--- src/rtl/tsc_pkg.sv ---
`timescale 1ns / 1ps
// ----------------------------------------------------------------------------
// Touch sample calibrator package
// Shared widths, codes, reset values and the pipeline tag type.
// ----------------------------------------------------------------------------
package tsc_pkg;

	localparam int OVERSAMPLE_SHIFT = 2;
	localparam int ADC_BITS         = 10;

	localparam int SAMPLE_W  = 12;
	localparam int SUM_W     = 16;
	localparam int COUNT_W   = 5;
	localparam int GAIN_W    = 18;
	localparam int BIAS_W    = 29;
	localparam int MAX_W     = 12;
	localparam int PROD_W    = GAIN_W + SUM_W + 1;
	localparam int ACC_W     = PROD_W + 2;
	localparam int DIV_SHIFT = 16;
	localparam int CAL_W     = ACC_W - DIV_SHIFT;
	localparam int Y_W       = MAX_W + 2;
	localparam int CFG_W     = BIAS_W;
	localparam int CFG_IDX_W = 3;

	localparam logic [COUNT_W-1:0]  COUNT_FULL = COUNT_W'(1 << OVERSAMPLE_SHIFT);
	localparam logic [SAMPLE_W-1:0] ADC_MASK   = SAMPLE_W'((1 << ADC_BITS) - 1);

	// action codes
	localparam logic [1:0] ACT_SAMPLE = 2'd0;
	localparam logic [1:0] ACT_CHECK  = 2'd1;
	localparam logic [1:0] ACT_REGION = 2'd2;

	// report codes
	localparam logic [1:0] REPORT_NONE    = 2'd0;
	localparam logic [1:0] REPORT_TOUCH   = 2'd1;
	localparam logic [1:0] REPORT_RELEASE = 2'd2;

	// next step codes
	localparam logic [1:0] NEXT_NONE    = 2'd0;
	localparam logic [1:0] NEXT_CONVERT = 2'd1;
	localparam logic [1:0] NEXT_CHECK   = 2'd2;
	localparam logic [1:0] NEXT_WAIT    = 2'd3;

	// register indexes
	localparam logic [CFG_IDX_W-1:0] REG_GAIN_XX = 3'd0;
	localparam logic [CFG_IDX_W-1:0] REG_GAIN_XY = 3'd1;
	localparam logic [CFG_IDX_W-1:0] REG_BIAS_X  = 3'd2;
	localparam logic [CFG_IDX_W-1:0] REG_GAIN_YX = 3'd3;
	localparam logic [CFG_IDX_W-1:0] REG_GAIN_YY = 3'd4;
	localparam logic [CFG_IDX_W-1:0] REG_BIAS_Y  = 3'd5;
	localparam logic [CFG_IDX_W-1:0] REG_X_MAX   = 3'd6;
	localparam logic [CFG_IDX_W-1:0] REG_Y_MAX   = 3'd7;

	localparam logic signed [GAIN_W-1:0] GAIN_XX_RST = 18'sd5171;
	localparam logic signed [GAIN_W-1:0] GAIN_XY_RST = 18'sd9;
	localparam logic signed [BIAS_W-1:0] BIAS_X_RST  = -29'sd17497920;
	localparam logic signed [GAIN_W-1:0] GAIN_YX_RST = -18'sd12;
	localparam logic signed [GAIN_W-1:0] GAIN_YY_RST = -18'sd4659;
	localparam logic signed [BIAS_W-1:0] BIAS_Y_RST  = 29'sd52871808;
	localparam logic [MAX_W-1:0]         X_MAX_RST   = 12'd479;
	localparam logic [MAX_W-1:0]         Y_MAX_RST   = 12'd271;

	localparam logic signed [Y_W-1:0] Y_OFFSET    = 14'sd800;
	localparam logic signed [Y_W-1:0] REGION_STEP = 14'sd272;
	localparam logic signed [Y_W-1:0] Y_HI        = 14'sd2047;
	localparam logic signed [Y_W-1:0] Y_LO        = -14'sd2048;

	typedef enum logic [2:0] {
		KIND_NONE,
		KIND_SAMPLE,
		KIND_TOUCH,
		KIND_CLEAR,
		KIND_RELEASE,
		KIND_REGION
	} kind_t;

	typedef struct packed {
		kind_t      kind;
		logic [1:0] next_step;
	} tag_t;

	function automatic logic signed [MAX_W-1:0] y_clamp(input logic signed [Y_W-1:0] v);
		logic signed [MAX_W-1:0] r;
		if (v > Y_HI) begin
			r = Y_HI[MAX_W-1:0];
		end else if (v < Y_LO) begin
			r = Y_LO[MAX_W-1:0];
		end else begin
			r = v[MAX_W-1:0];
		end
		return r;
	endfunction

endpackage

--- src/rtl/tsc_accum.sv ---
`timescale 1ns / 1ps
// ----------------------------------------------------------------------------
// Touch sample calibrator - accumulator front end
// Takes input items, keeps the oversampling sums and count, classifies the
// item and loads the first pipeline stage.
// ----------------------------------------------------------------------------
module tsc_accum import tsc_pkg::*; (
	input  logic                clk,
	input  logic                arst_n,
	input  logic                in_valid,
	output logic                in_stall,
	input  logic [1:0]          action,
	input  logic [SAMPLE_W-1:0] x_sample,
	input  logic [SAMPLE_W-1:0] y_sample,
	input  logic                pen_down,
	input  logic                s2_ready,
	output logic                valid_s1,
	output tag_t                tag_s1,
	output logic [SUM_W-1:0]    sum_x_s1,
	output logic [SUM_W-1:0]    sum_y_s1
);

	logic               s1_ready;
	logic               accept;
	logic [SUM_W-1:0]   sum_x_q;
	logic [SUM_W-1:0]   sum_y_q;
	logic [COUNT_W-1:0] count_q;
	logic [COUNT_W-1:0] count_inc;
	logic [SUM_W-1:0]   x_add;
	logic [SUM_W-1:0]   y_add;
	tag_t               tag_d;

	assign s1_ready  = !valid_s1 || s2_ready;
	assign in_stall  = !s1_ready;
	assign accept    = in_valid && s1_ready;
	assign count_inc = count_q + 1'b1;
	assign x_add     = SUM_W'(x_sample & ADC_MASK);
	assign y_add     = SUM_W'(y_sample & ADC_MASK);

	always_comb begin
		tag_d.kind      = KIND_NONE;
		tag_d.next_step = NEXT_NONE;
		unique case (action)
			ACT_SAMPLE: begin
				tag_d.kind      = KIND_SAMPLE;
				tag_d.next_step = (count_inc < COUNT_FULL) ? NEXT_CONVERT : NEXT_CHECK;
			end
			ACT_CHECK: begin
				if (pen_down) begin
					tag_d.kind      = (count_q != '0) ? KIND_TOUCH : KIND_CLEAR;
					tag_d.next_step = NEXT_CONVERT;
				end else begin
					tag_d.kind      = KIND_RELEASE;
					tag_d.next_step = NEXT_WAIT;
				end
			end
			ACT_REGION: begin
				tag_d.kind = KIND_REGION;
			end
			default: ;
		endcase
	end

	always_ff @(posedge clk or negedge arst_n) begin
		if (!arst_n) begin
			sum_x_q  <= '0;
			sum_y_q  <= '0;
			count_q  <= '0;
			valid_s1 <= 1'b0;
		end else begin
			if (s1_ready) begin
				valid_s1 <= in_valid;
			end
			if (accept) begin
				unique case (action)
					ACT_SAMPLE: begin
						sum_x_q <= sum_x_q + x_add;
						sum_y_q <= sum_y_q + y_add;
						count_q <= count_inc;
					end
					ACT_CHECK: begin
						// pen up keeps the sums, only the count restarts
						if (pen_down) begin
							sum_x_q <= '0;
							sum_y_q <= '0;
						end
						count_q <= '0;
					end
					default: ;
				endcase
			end
		end
	end

	always_ff @(posedge clk) begin
		if (accept) begin
			tag_s1   <= tag_d;
			sum_x_s1 <= sum_x_q;
			sum_y_s1 <= sum_y_q;
		end
	end

	a_check_clears_count: assert property (@(posedge clk) disable iff (!arst_n)
		accept && action == ACT_CHECK |=> count_q == '0)
		else $error("count not cleared after pen check");

endmodule

--- src/rtl/tsc_calib.sv ---
`timescale 1ns / 1ps
// ----------------------------------------------------------------------------
// Touch sample calibrator - affine calibration
// Stage 2 registers the four weight products, stage 3 adds the bias and
// divides by 65536 with truncation toward zero.
// ----------------------------------------------------------------------------
module tsc_calib import tsc_pkg::*; (
	input  logic                     clk,
	input  logic                     arst_n,
	input  logic                     valid_s1,
	input  tag_t                     tag_s1,
	input  logic [SUM_W-1:0]         sum_x_s1,
	input  logic [SUM_W-1:0]         sum_y_s1,
	input  logic signed [GAIN_W-1:0] gain_xx,
	input  logic signed [GAIN_W-1:0] gain_xy,
	input  logic signed [BIAS_W-1:0] bias_x,
	input  logic signed [GAIN_W-1:0] gain_yx,
	input  logic signed [GAIN_W-1:0] gain_yy,
	input  logic signed [BIAS_W-1:0] bias_y,
	input  logic                     out_ready,
	output logic                     s2_ready,
	output logic                     valid_s3,
	output tag_t                     tag_s3,
	output logic signed [CAL_W-1:0]  cal_x_s3,
	output logic signed [CAL_W-1:0]  cal_y_s3
);

	localparam logic signed [ACC_W-1:0] ROUND_IN =
		{{(ACC_W-DIV_SHIFT){1'b0}}, {DIV_SHIFT{1'b1}}};

	logic                     s3_ready;
	logic                     valid_s2;
	tag_t                     tag_s2;
	logic signed [SUM_W:0]    rx;
	logic signed [SUM_W:0]    ry;
	logic signed [PROD_W-1:0] p_xx_d, p_xy_d, p_yx_d, p_yy_d;
	logic signed [PROD_W-1:0] p_xx_s2, p_xy_s2, p_yx_s2, p_yy_s2;
	logic signed [ACC_W-1:0]  acc_x, acc_y;
	logic signed [ACC_W-1:0]  adj_x, adj_y;

	assign s3_ready = !valid_s3 || out_ready;
	assign s2_ready = !valid_s2 || s3_ready;

	assign rx = $signed({1'b0, sum_x_s1});
	assign ry = $signed({1'b0, sum_y_s1});

	assign p_xx_d = gain_xx * rx;
	assign p_xy_d = gain_xy * ry;
	assign p_yx_d = gain_yx * rx;
	assign p_yy_d = gain_yy * ry;

	assign acc_x = {{(ACC_W-BIAS_W){bias_x[BIAS_W-1]}}, bias_x}
		+ {{(ACC_W-PROD_W){p_xx_s2[PROD_W-1]}}, p_xx_s2}
		+ {{(ACC_W-PROD_W){p_xy_s2[PROD_W-1]}}, p_xy_s2};
	assign acc_y = {{(ACC_W-BIAS_W){bias_y[BIAS_W-1]}}, bias_y}
		+ {{(ACC_W-PROD_W){p_yx_s2[PROD_W-1]}}, p_yx_s2}
		+ {{(ACC_W-PROD_W){p_yy_s2[PROD_W-1]}}, p_yy_s2};

	// bias negative values up so the shift truncates toward zero
	assign adj_x = acc_x[ACC_W-1] ? acc_x + ROUND_IN : acc_x;
	assign adj_y = acc_y[ACC_W-1] ? acc_y + ROUND_IN : acc_y;

	always_ff @(posedge clk or negedge arst_n) begin
		if (!arst_n) begin
			valid_s2 <= 1'b0;
			valid_s3 <= 1'b0;
		end else begin
			if (s2_ready) begin
				valid_s2 <= valid_s1;
			end
			if (s3_ready) begin
				valid_s3 <= valid_s2;
			end
		end
	end

	always_ff @(posedge clk) begin
		if (s2_ready && valid_s1) begin
			tag_s2  <= tag_s1;
			p_xx_s2 <= p_xx_d;
			p_xy_s2 <= p_xy_d;
			p_yx_s2 <= p_yx_d;
			p_yy_s2 <= p_yy_d;
		end
		if (s3_ready && valid_s2) begin
			tag_s3   <= tag_s2;
			cal_x_s3 <= adj_x[ACC_W-1:DIV_SHIFT];
			cal_y_s3 <= adj_y[ACC_W-1:DIV_SHIFT];
		end
	end

	a_s2_holds: assert property (@(posedge clk) disable iff (!arst_n)
		valid_s2 && !s3_ready |=> valid_s2 && $stable(tag_s2))
		else $error("stage 2 item lost while stage 3 blocked");

	a_s3_holds: assert property (@(posedge clk) disable iff (!arst_n)
		valid_s3 && !out_ready |=> valid_s3 && $stable(cal_x_s3) && $stable(cal_y_s3))
		else $error("stage 3 item lost while output blocked");

endmodule

--- src/rtl/tsc_report.sv ---
`timescale 1ns / 1ps
// ----------------------------------------------------------------------------
// Touch sample calibrator - report stage
// Mirrors and clamps the calibrated axes, applies the region offset, tracks
// the last position and the screen region, and holds the output register.
// ----------------------------------------------------------------------------
module tsc_report import tsc_pkg::*; (
	input  logic                    clk,
	input  logic                    arst_n,
	input  logic                    valid_s3,
	input  tag_t                    tag_s3,
	input  logic signed [CAL_W-1:0] cal_x_s3,
	input  logic signed [CAL_W-1:0] cal_y_s3,
	input  logic [MAX_W-1:0]        screen_x_max,
	input  logic [MAX_W-1:0]        screen_y_max,
	input  logic                    out_stall,
	output logic                    out_ready,
	output logic                    out_valid,
	output logic [1:0]              report,
	output logic [MAX_W-1:0]        x_pos,
	output logic signed [MAX_W-1:0] y_pos,
	output logic                    touching,
	output logic [1:0]              next_step
);

	logic                    take;
	logic [MAX_W-1:0]        last_x_q;
	logic [MAX_W-1:0]        last_y_q;
	logic [1:0]              region_q;
	logic signed [CAL_W:0]   x_max_ext, y_max_ext;
	logic signed [CAL_W:0]   dx, dy;
	logic [MAX_W-1:0]        pos_x, pos_y;
	logic                    moved;
	logic signed [Y_W-1:0]   region_ofs;
	logic signed [Y_W-1:0]   touch_y, release_y;
	logic [1:0]              report_d;
	logic [MAX_W-1:0]        x_d;
	logic signed [MAX_W-1:0] y_d;
	logic                    touching_d;

	assign out_ready = !out_valid || !out_stall;
	assign take      = valid_s3 && out_ready;

	// axes swap: screen x comes from calibrated y and the other way round
	assign x_max_ext = $signed({{(CAL_W+1-MAX_W){1'b0}}, screen_x_max});
	assign y_max_ext = $signed({{(CAL_W+1-MAX_W){1'b0}}, screen_y_max});
	assign dx = x_max_ext - {cal_y_s3[CAL_W-1], cal_y_s3};
	assign dy = y_max_ext - {cal_x_s3[CAL_W-1], cal_x_s3};

	always_comb begin
		if (dx[CAL_W]) begin
			pos_x = '0;
		end else if (dx > x_max_ext) begin
			pos_x = screen_x_max;
		end else begin
			pos_x = dx[MAX_W-1:0];
		end
		if (dy[CAL_W]) begin
			pos_y = '0;
		end else if (dy > y_max_ext) begin
			pos_y = screen_y_max;
		end else begin
			pos_y = dy[MAX_W-1:0];
		end
	end

	assign moved = (pos_x != last_x_q) || (pos_y != last_y_q);

	always_comb begin
		unique case (region_q)
			2'd0: region_ofs = '0;
			2'd1: region_ofs = REGION_STEP;
			2'd2: region_ofs = REGION_STEP + REGION_STEP;
			2'd3: region_ofs = REGION_STEP + REGION_STEP + REGION_STEP;
		endcase
	end

	assign touch_y   = $signed({2'b00, pos_y}) + Y_OFFSET - region_ofs;
	assign release_y = $signed({2'b00, last_y_q}) + Y_OFFSET;

	always_comb begin
		report_d   = REPORT_NONE;
		x_d        = '0;
		y_d        = '0;
		touching_d = 1'b0;
		unique case (tag_s3.kind)
			KIND_TOUCH: begin
				if (moved) begin
					report_d   = REPORT_TOUCH;
					x_d        = pos_x;
					y_d        = y_clamp(touch_y);
					touching_d = 1'b1;
				end
			end
			KIND_RELEASE: begin
				report_d = REPORT_RELEASE;
				x_d      = last_x_q;
				y_d      = y_clamp(release_y);
			end
			default: ;
		endcase
	end

	always_ff @(posedge clk or negedge arst_n) begin
		if (!arst_n) begin
			last_x_q  <= '0;
			last_y_q  <= '0;
			region_q  <= '0;
			out_valid <= 1'b0;
		end else begin
			if (out_ready) begin
				out_valid <= valid_s3;
			end
			if (take) begin
				unique case (tag_s3.kind)
					KIND_TOUCH: begin
						last_x_q <= pos_x;
						last_y_q <= pos_y;
					end
					KIND_REGION: begin
						// wraps from the last region back to the first
						region_q <= region_q + 1'b1;
					end
					default: ;
				endcase
			end
		end
	end

	always_ff @(posedge clk) begin
		if (take) begin
			report    <= report_d;
			x_pos     <= x_d;
			y_pos     <= y_d;
			touching  <= touching_d;
			next_step <= tag_s3.next_step;
		end
	end

	a_touch_flag: assert property (@(posedge clk) disable iff (!arst_n)
		out_valid |-> touching == (report == REPORT_TOUCH))
		else $error("touch flag disagrees with report code");

	a_quiet_zero: assert property (@(posedge clk) disable iff (!arst_n)
		out_valid && report == REPORT_NONE |-> x_pos == '0 && y_pos == '0)
		else $error("position driven without a report");

	a_x_in_range: assert property (@(posedge clk) disable iff (!arst_n)
		out_valid && report == REPORT_TOUCH |-> x_pos <= screen_x_max)
		else $error("reported x beyond screen maximum");

endmodule

--- src/rtl/touch_sample_calibrator.sv ---
`timescale 1ns / 1ps
// ----------------------------------------------------------------------------
// Touch sample calibrator
// Resistive touchscreen front end: oversampled X/Y sums, affine calibration,
// axis swap and mirror, clamp, region offset and touch/release reports.
// ----------------------------------------------------------------------------
// Usage: drive an item on action/x_sample/y_sample/pen_down with in_valid; it
// is taken at an edge where in_stall is low. Every item yields one result on
// report/x_pos/y_pos/touching/next_step, taken at an edge where out_valid is
// high and out_stall is low.
// The item passes through the input stage, the product stage, the calibration
// stage and then the output register. One item is taken every cycle while
// in_stall is low; the four 18x17 bit products of stage 2 set the clock
// period.
// A stalled receiver holds the output register; stages behind it keep filling
// bubbles, and in_stall rises only once every stage holds an item.
// Reset clears sums, count, last position, screen region and all valid flags,
// and loads calibration defaults. The user writes configuration through
// cfg_write/cfg_index/cfg_data while no item is in flight; not enforced.
// ----------------------------------------------------------------------------
module touch_sample_calibrator import tsc_pkg::*; (
	input  logic                    clk,
	input  logic                    arst_n,
	input  logic                    cfg_write,
	input  logic [CFG_IDX_W-1:0]    cfg_index,
	input  logic [CFG_W-1:0]        cfg_data,
	input  logic                    in_valid,
	output logic                    in_stall,
	input  logic [1:0]              action,
	input  logic [SAMPLE_W-1:0]     x_sample,
	input  logic [SAMPLE_W-1:0]     y_sample,
	input  logic                    pen_down,
	output logic                    out_valid,
	input  logic                    out_stall,
	output logic [1:0]              report,
	output logic [MAX_W-1:0]        x_pos,
	output logic signed [MAX_W-1:0] y_pos,
	output logic                    touching,
	output logic [1:0]              next_step
);

	logic signed [GAIN_W-1:0] gain_xx_q, gain_xy_q, gain_yx_q, gain_yy_q;
	logic signed [BIAS_W-1:0] bias_x_q, bias_y_q;
	logic [MAX_W-1:0]         x_max_q, y_max_q;

	logic                    s2_ready;
	logic                    out_ready;
	logic                    valid_s1;
	tag_t                    tag_s1;
	logic [SUM_W-1:0]        sum_x_s1, sum_y_s1;
	logic                    valid_s3;
	tag_t                    tag_s3;
	logic signed [CAL_W-1:0] cal_x_s3, cal_y_s3;

	always_ff @(posedge clk or negedge arst_n) begin
		if (!arst_n) begin
			gain_xx_q <= GAIN_XX_RST;
			gain_xy_q <= GAIN_XY_RST;
			bias_x_q  <= BIAS_X_RST;
			gain_yx_q <= GAIN_YX_RST;
			gain_yy_q <= GAIN_YY_RST;
			bias_y_q  <= BIAS_Y_RST;
			x_max_q   <= X_MAX_RST;
			y_max_q   <= Y_MAX_RST;
		end else if (cfg_write) begin
			unique case (cfg_index)
				REG_GAIN_XX: gain_xx_q <= $signed(cfg_data[GAIN_W-1:0]);
				REG_GAIN_XY: gain_xy_q <= $signed(cfg_data[GAIN_W-1:0]);
				REG_BIAS_X:  bias_x_q  <= $signed(cfg_data[BIAS_W-1:0]);
				REG_GAIN_YX: gain_yx_q <= $signed(cfg_data[GAIN_W-1:0]);
				REG_GAIN_YY: gain_yy_q <= $signed(cfg_data[GAIN_W-1:0]);
				REG_BIAS_Y:  bias_y_q  <= $signed(cfg_data[BIAS_W-1:0]);
				REG_X_MAX:   x_max_q   <= cfg_data[MAX_W-1:0];
				REG_Y_MAX:   y_max_q   <= cfg_data[MAX_W-1:0];
			endcase
		end
	end

	tsc_accum u_accum (
		.clk      (clk),
		.arst_n   (arst_n),
		.in_valid (in_valid),
		.in_stall (in_stall),
		.action   (action),
		.x_sample (x_sample),
		.y_sample (y_sample),
		.pen_down (pen_down),
		.s2_ready (s2_ready),
		.valid_s1 (valid_s1),
		.tag_s1   (tag_s1),
		.sum_x_s1 (sum_x_s1),
		.sum_y_s1 (sum_y_s1)
	);

	tsc_calib u_calib (
		.clk       (clk),
		.arst_n    (arst_n),
		.valid_s1  (valid_s1),
		.tag_s1    (tag_s1),
		.sum_x_s1  (sum_x_s1),
		.sum_y_s1  (sum_y_s1),
		.gain_xx   (gain_xx_q),
		.gain_xy   (gain_xy_q),
		.bias_x    (bias_x_q),
		.gain_yx   (gain_yx_q),
		.gain_yy   (gain_yy_q),
		.bias_y    (bias_y_q),
		.out_ready (out_ready),
		.s2_ready  (s2_ready),
		.valid_s3  (valid_s3),
		.tag_s3    (tag_s3),
		.cal_x_s3  (cal_x_s3),
		.cal_y_s3  (cal_y_s3)
	);

	tsc_report u_report (
		.clk          (clk),
		.arst_n       (arst_n),
		.valid_s3     (valid_s3),
		.tag_s3       (tag_s3),
		.cal_x_s3     (cal_x_s3),
		.cal_y_s3     (cal_y_s3),
		.screen_x_max (x_max_q),
		.screen_y_max (y_max_q),
		.out_stall    (out_stall),
		.out_ready    (out_ready),
		.out_valid    (out_valid),
		.report       (report),
		.x_pos        (x_pos),
		.y_pos        (y_pos),
		.touching     (touching),
		.next_step    (next_step)
	);

endmodule
--- config.mk ---
export PLATFORM = sky130hd
export DESIGN_NAME = touch_sample_calibrator
export DESIGN_NICKNAME = d
export VERILOG_FILES = /design/src/rtl/tsc_pkg.sv /design/src/rtl/tsc_accum.sv /design/src/rtl/tsc_calib.sv /design/src/rtl/tsc_report.sv /design/src/rtl/touch_sample_calibrator.sv
export SDC_FILE = /design/constraint.sdc
export NUM_CORES = 2
export LEC_CHECK = 0
export BUFFER_PORTS_ARGS = -buffer_cell sky130_fd_sc_hd__buf_2
export CORE_UTILIZATION = 35
export CTS_CLUSTER_DIAMETER = 200
export DETAILED_ROUTE_END_ITERATION = 16
export HOLD_SLACK_MARGIN = 0.12
export MAX_ROUTING_LAYER = met4
export PLACE_DENSITY = 0.6
export SETUP_SLACK_MARGIN = 0.3
export SLEW_MARGIN = 20
export SYNTH_ARGS = -nofsm -noshare
export SYNTH_HDL_FRONTEND = slang
export SYNTH_SLANG_ARGS = --single-unit
--- constraint.sdc ---
create_clock -name clk -period 8.85 [get_ports clk]
set_clock_uncertainty 0.2 [all_clocks]
set_input_delay 0.885 -clock clk [delete_from_list [all_inputs] [get_ports clk]]
set_output_delay 0.885 -clock clk [all_outputs]
set_load 0.005 [all_outputs]
==> impl_results.md <==
- Max_cap viols: 0
- Setup crit start: u_accum.sum_x_s1[4]
- Initial detailed-routing violation count: around 3700
- Delay-heaviest family, CP: adder cells
- Cell mode on critical path: fa_1
- CP max FO: 21
- Reg2Reg Depth: 24
- Setup slack, reg-to-reg: 930 ps
- Hold Vio Cnt, Final: 0
- Sequential cell area: about 13000 sq um
- Antenna violations before repair: 36
- Post-synthesis cell area: slightly above 70000 sq um
- CTS tree: yes
- Port Buf Inserts: 90
- Sequential share of the synthesized area: 18.40%
- Final nets: between 9000 and 10000
- Setup TNS: 0 ps
- Top FF cell, synth: edfxtp_1
- Seq cells post-synth: around 480
- Number of global-route vias before repair: about 55000
- First-pass GRT wire length: about 310 mm
- Via-to-Cell Ratio: approximately 5.1
- Worst Setup End Kind: flip-flop
- Status: finished clean
- Average routed wire per standard cell: 18.86 microns
- Netlist cell types: between 100 and 150
- DP HPWL: 159.5 mm
- Fraction of registers with async set or reset after synthesis: between 40 and 50%
- # Post-CTS Setup Buffers: 0
- Tcrit/Tclk final: between 80% and 90%
- Grt total ovfl: 0
- Slew Limit Headroom: a little over a quarter
- Largest net degree at the start of global routing: 70
- YS warnings: 0
- Post-Syn Instances: roughly 7600
- Layout fillers: between 20000 and 25000
- Final setup vio count: 0
- Crit Reg-Reg Startpoint: u_accum.sum_x_s1[4]
- Worst path cell trace: nand2_1 > fa_1 > inv_1 > fa_1 > inv_1 > fa_1 > fa_1 > inv_1 > fa_1 > fa_1 > ha_1 > a21oi_1 > nor3b_1 > nor2_1 > o21a_1 > a31oi_1 > a211o_1 > a31oi_1 > a41oi_1 > a221o_1 > o21ai_0 > a21oi_1 > o21ba_2 > xnor2_1
- DRT Pass-1 Iters: 7
- Post-route ant nets: 0
- Worst-Margin Slew: ~1100 ps
- Total core area: slightly above 200000 sq um
- EDFF count, synth: between 200 and 300
- Site row count: approximately 170
- Crit start category: flip-flop
- Gr usage total: roughly a fifth
- Worst path depth: 24
- Crit-path slowest cell: edfxtp_1
- Worst setup endpoint: u_calib.p_xx_s2[34]
- Detailed Route WL: just under 200 mm
- Min-delay worst type: in -> reg
- Kind of critical path: reg -> reg
- DR vias: about 53000
- Buf/Inv on CP: 3
- Final max-slew violation count: 0
- Crit path arrival time: around 8200 ps
- Multi-input logic area: between 50000 and 60000 sq um
- Die area: roughly 210000 sq um
- Critical Path RT: between 9000 and 10000 ps
- Root buffer cell: clkbuf_16
- Cts bufs inserted: 59
- Max frequency: 126.2 MHz
- Starting density of the core: 35.36%
- Clock sinks: roughly 480
- P&R area growth vs syn: 7.886%
- Post-layout minimum cycle time: 7923 ps
- Die H: 457.6 microns
- Ports: between 90 and 100
- H-tree levels: 2
- Die width: between 400 and 500 microns
- GP Congestion: roughly 0.92
- Reg-to-Reg End: u_calib.p_xx_s2[34]
- Share of cells above drive strength 1: under 10%
- RSZ-0062 raised after global routing: false
- Post-layout util: a little under two fifths
- CTS clk-pin slew, worst paths: ~60 ps
- Drc violations: 0
- CP max stage delay: approximately 1000 ps
- Syn Area/Cell: roughly 9.5 sq um
- Syn nets: about 9400
- CTS max path bufs: 3
- Worst skew pair latency: a little under 700 ps
[sequential cells by signal (all words and copies together), names as in the netlist, 16 cells and up]
| name | cells |
|---|---|
| gain_xx_q | 18 |
| gain_yy_q | 18 |
| u_accum.sum_y_q | 16 |
| u_calib.p_yx_s2 | 35 |
| gain_xy_q | 18 |
| bias_x_q | 29 |
| u_calib.cal_x_s3 | 21 |
| bias_y_q | 29 |
| u_calib.p_yy_s2 | 35 |
| u_calib.p_xx_s2 | 35 |
| u_accum.sum_x_q | 16 |
| u_calib.cal_y_s3 | 21 |
| u_calib.p_xy_s2 | 35 |
| gain_yx_q | 18 |
| u_accum.sum_x_s1 | 16 |
| u_accum.sum_y_s1 | 16 |
[cell usage after synthesis (all sizes together) (29+ instances only)]
library cell	instances	area (sq um)
xor2	86	753.2
xnor2	246	2155
fa	1181	23640
a31oi	40	256.5
nor3	88	445.4
and2	522	3266
or3	29	181.4
mux2	161	1813
edfxtp	258	7747
ha	579	7244
dfrtp	151	3779
o22ai	29	181.4
o31ai	32	259.0
clkbuf	243	912.1
o21a	44	330.3
a211oi	49	397.9
nand2	854	3208
o21ai	207	1036
inv	1506	5655
o21bai	41	307.8
a21oi	263	1316
nand2b	62	387.9
nand3	95	475.5
o211ai	29	227.7
nor2b	42	262.8
dfstp	70	1839
nor2	250	940.9
a21o	100	750.7
[through the flow]
stage               instances  instance area [sq um]  hold slack [ps]  setup WS, ps
finish                  10360                  78370            221.2         926.7
floorplan                7607                  72640            200.3          1503
CTS                     10330                  78260            193.1         850.8
global route            10350                  78340            239.9         438.2
global placement        10220                  76190            213.6         944.5
detailed placement      10220                  76190            214.7         885.3
[worst min-delay path by stage]
stage,startpoint,endpoint,slack (ps),cells past startpoint
4_1_cts,in_valid,u_accum.valid_s1,190,2
2_1_floorplan,u_accum.tag_s1[0],u_calib.tag_s2[0],200,0
3_5_place_dp,u_calib.tag_s2[3],u_calib.tag_s3[3],210,0
5_1_grt,u_calib.tag_s2[3],u_calib.tag_s3[3],240,0
6_report,in_valid,u_accum.valid_s1,220,2
3_3_place_gp,u_calib.tag_s2[0],u_calib.tag_s3[0],210,0
[per-layer routing]
metal / global-route usage (%) / share of wire (%) / vias up
li1: - / - / 24160
met5: - / 0 / -
met1: 24.75 / 43 / 26660
met4: 6.195 / 3.1 / 0
met2: 32.58 / 48 / 1444
met3: 2.365 / 5.8 / 289
[cells in the final DEF (no fill, tap or decap), types with 39 or more instances in the layout]
master	n
nand2b_1	62
a21oi_1	263
nor2_1	249
clkbuf_16	59
fa_1	1181
xnor2_1	245
a31oi_1	39
ha_1	579
inv_1	1503
nor2b_1	41
o21bai_1	41
a211oi_1	43
o21a_1	44
mux2_2	161
and2_1	520
buf_2	89
buf_4	93
a21o_1	100
nand3_1	95
edfxtp_1	258
dfrtp_1	151
o21ai_0	196
nand2_1	853
dfstp_2	70
xor2_1	86
nor3_1	85
[logic make-up after synthesis]
kind of cell | Yosys count | share of synthesized area [%]
simple gates | 2090 | 14.07
buf+inv | 1767 | 9.179
fa+ha+maj | 1760 | 42.52
compound gates | 1006 | 9.169
flops | 479 | 18.40
xor+xnor | 332 | 4.003
mux | 173 | 2.661
[what timing repair did]
item	CTS	global route
hold endpoints to repair	48	0
resized for setup	0	1
setup endpoints to repair	0	1
hold buffers	1	0
[final cells by class]
class                           count  area share [%]
Multi-Input combinational cell   5361           67.18
Sequential cell                   479           17.05
Inverter                         1506           7.217
Tap cell                         2688           4.292
Clock buffer                       71           2.018
Timing Repair Buffer              187           1.549
Clock inverter                     41          0.6083
Antenna cell                       25         0.07983
Power is not shown: default switching activity piles up to over one toggle a cycle in this logic, so the estimate is an artifact.
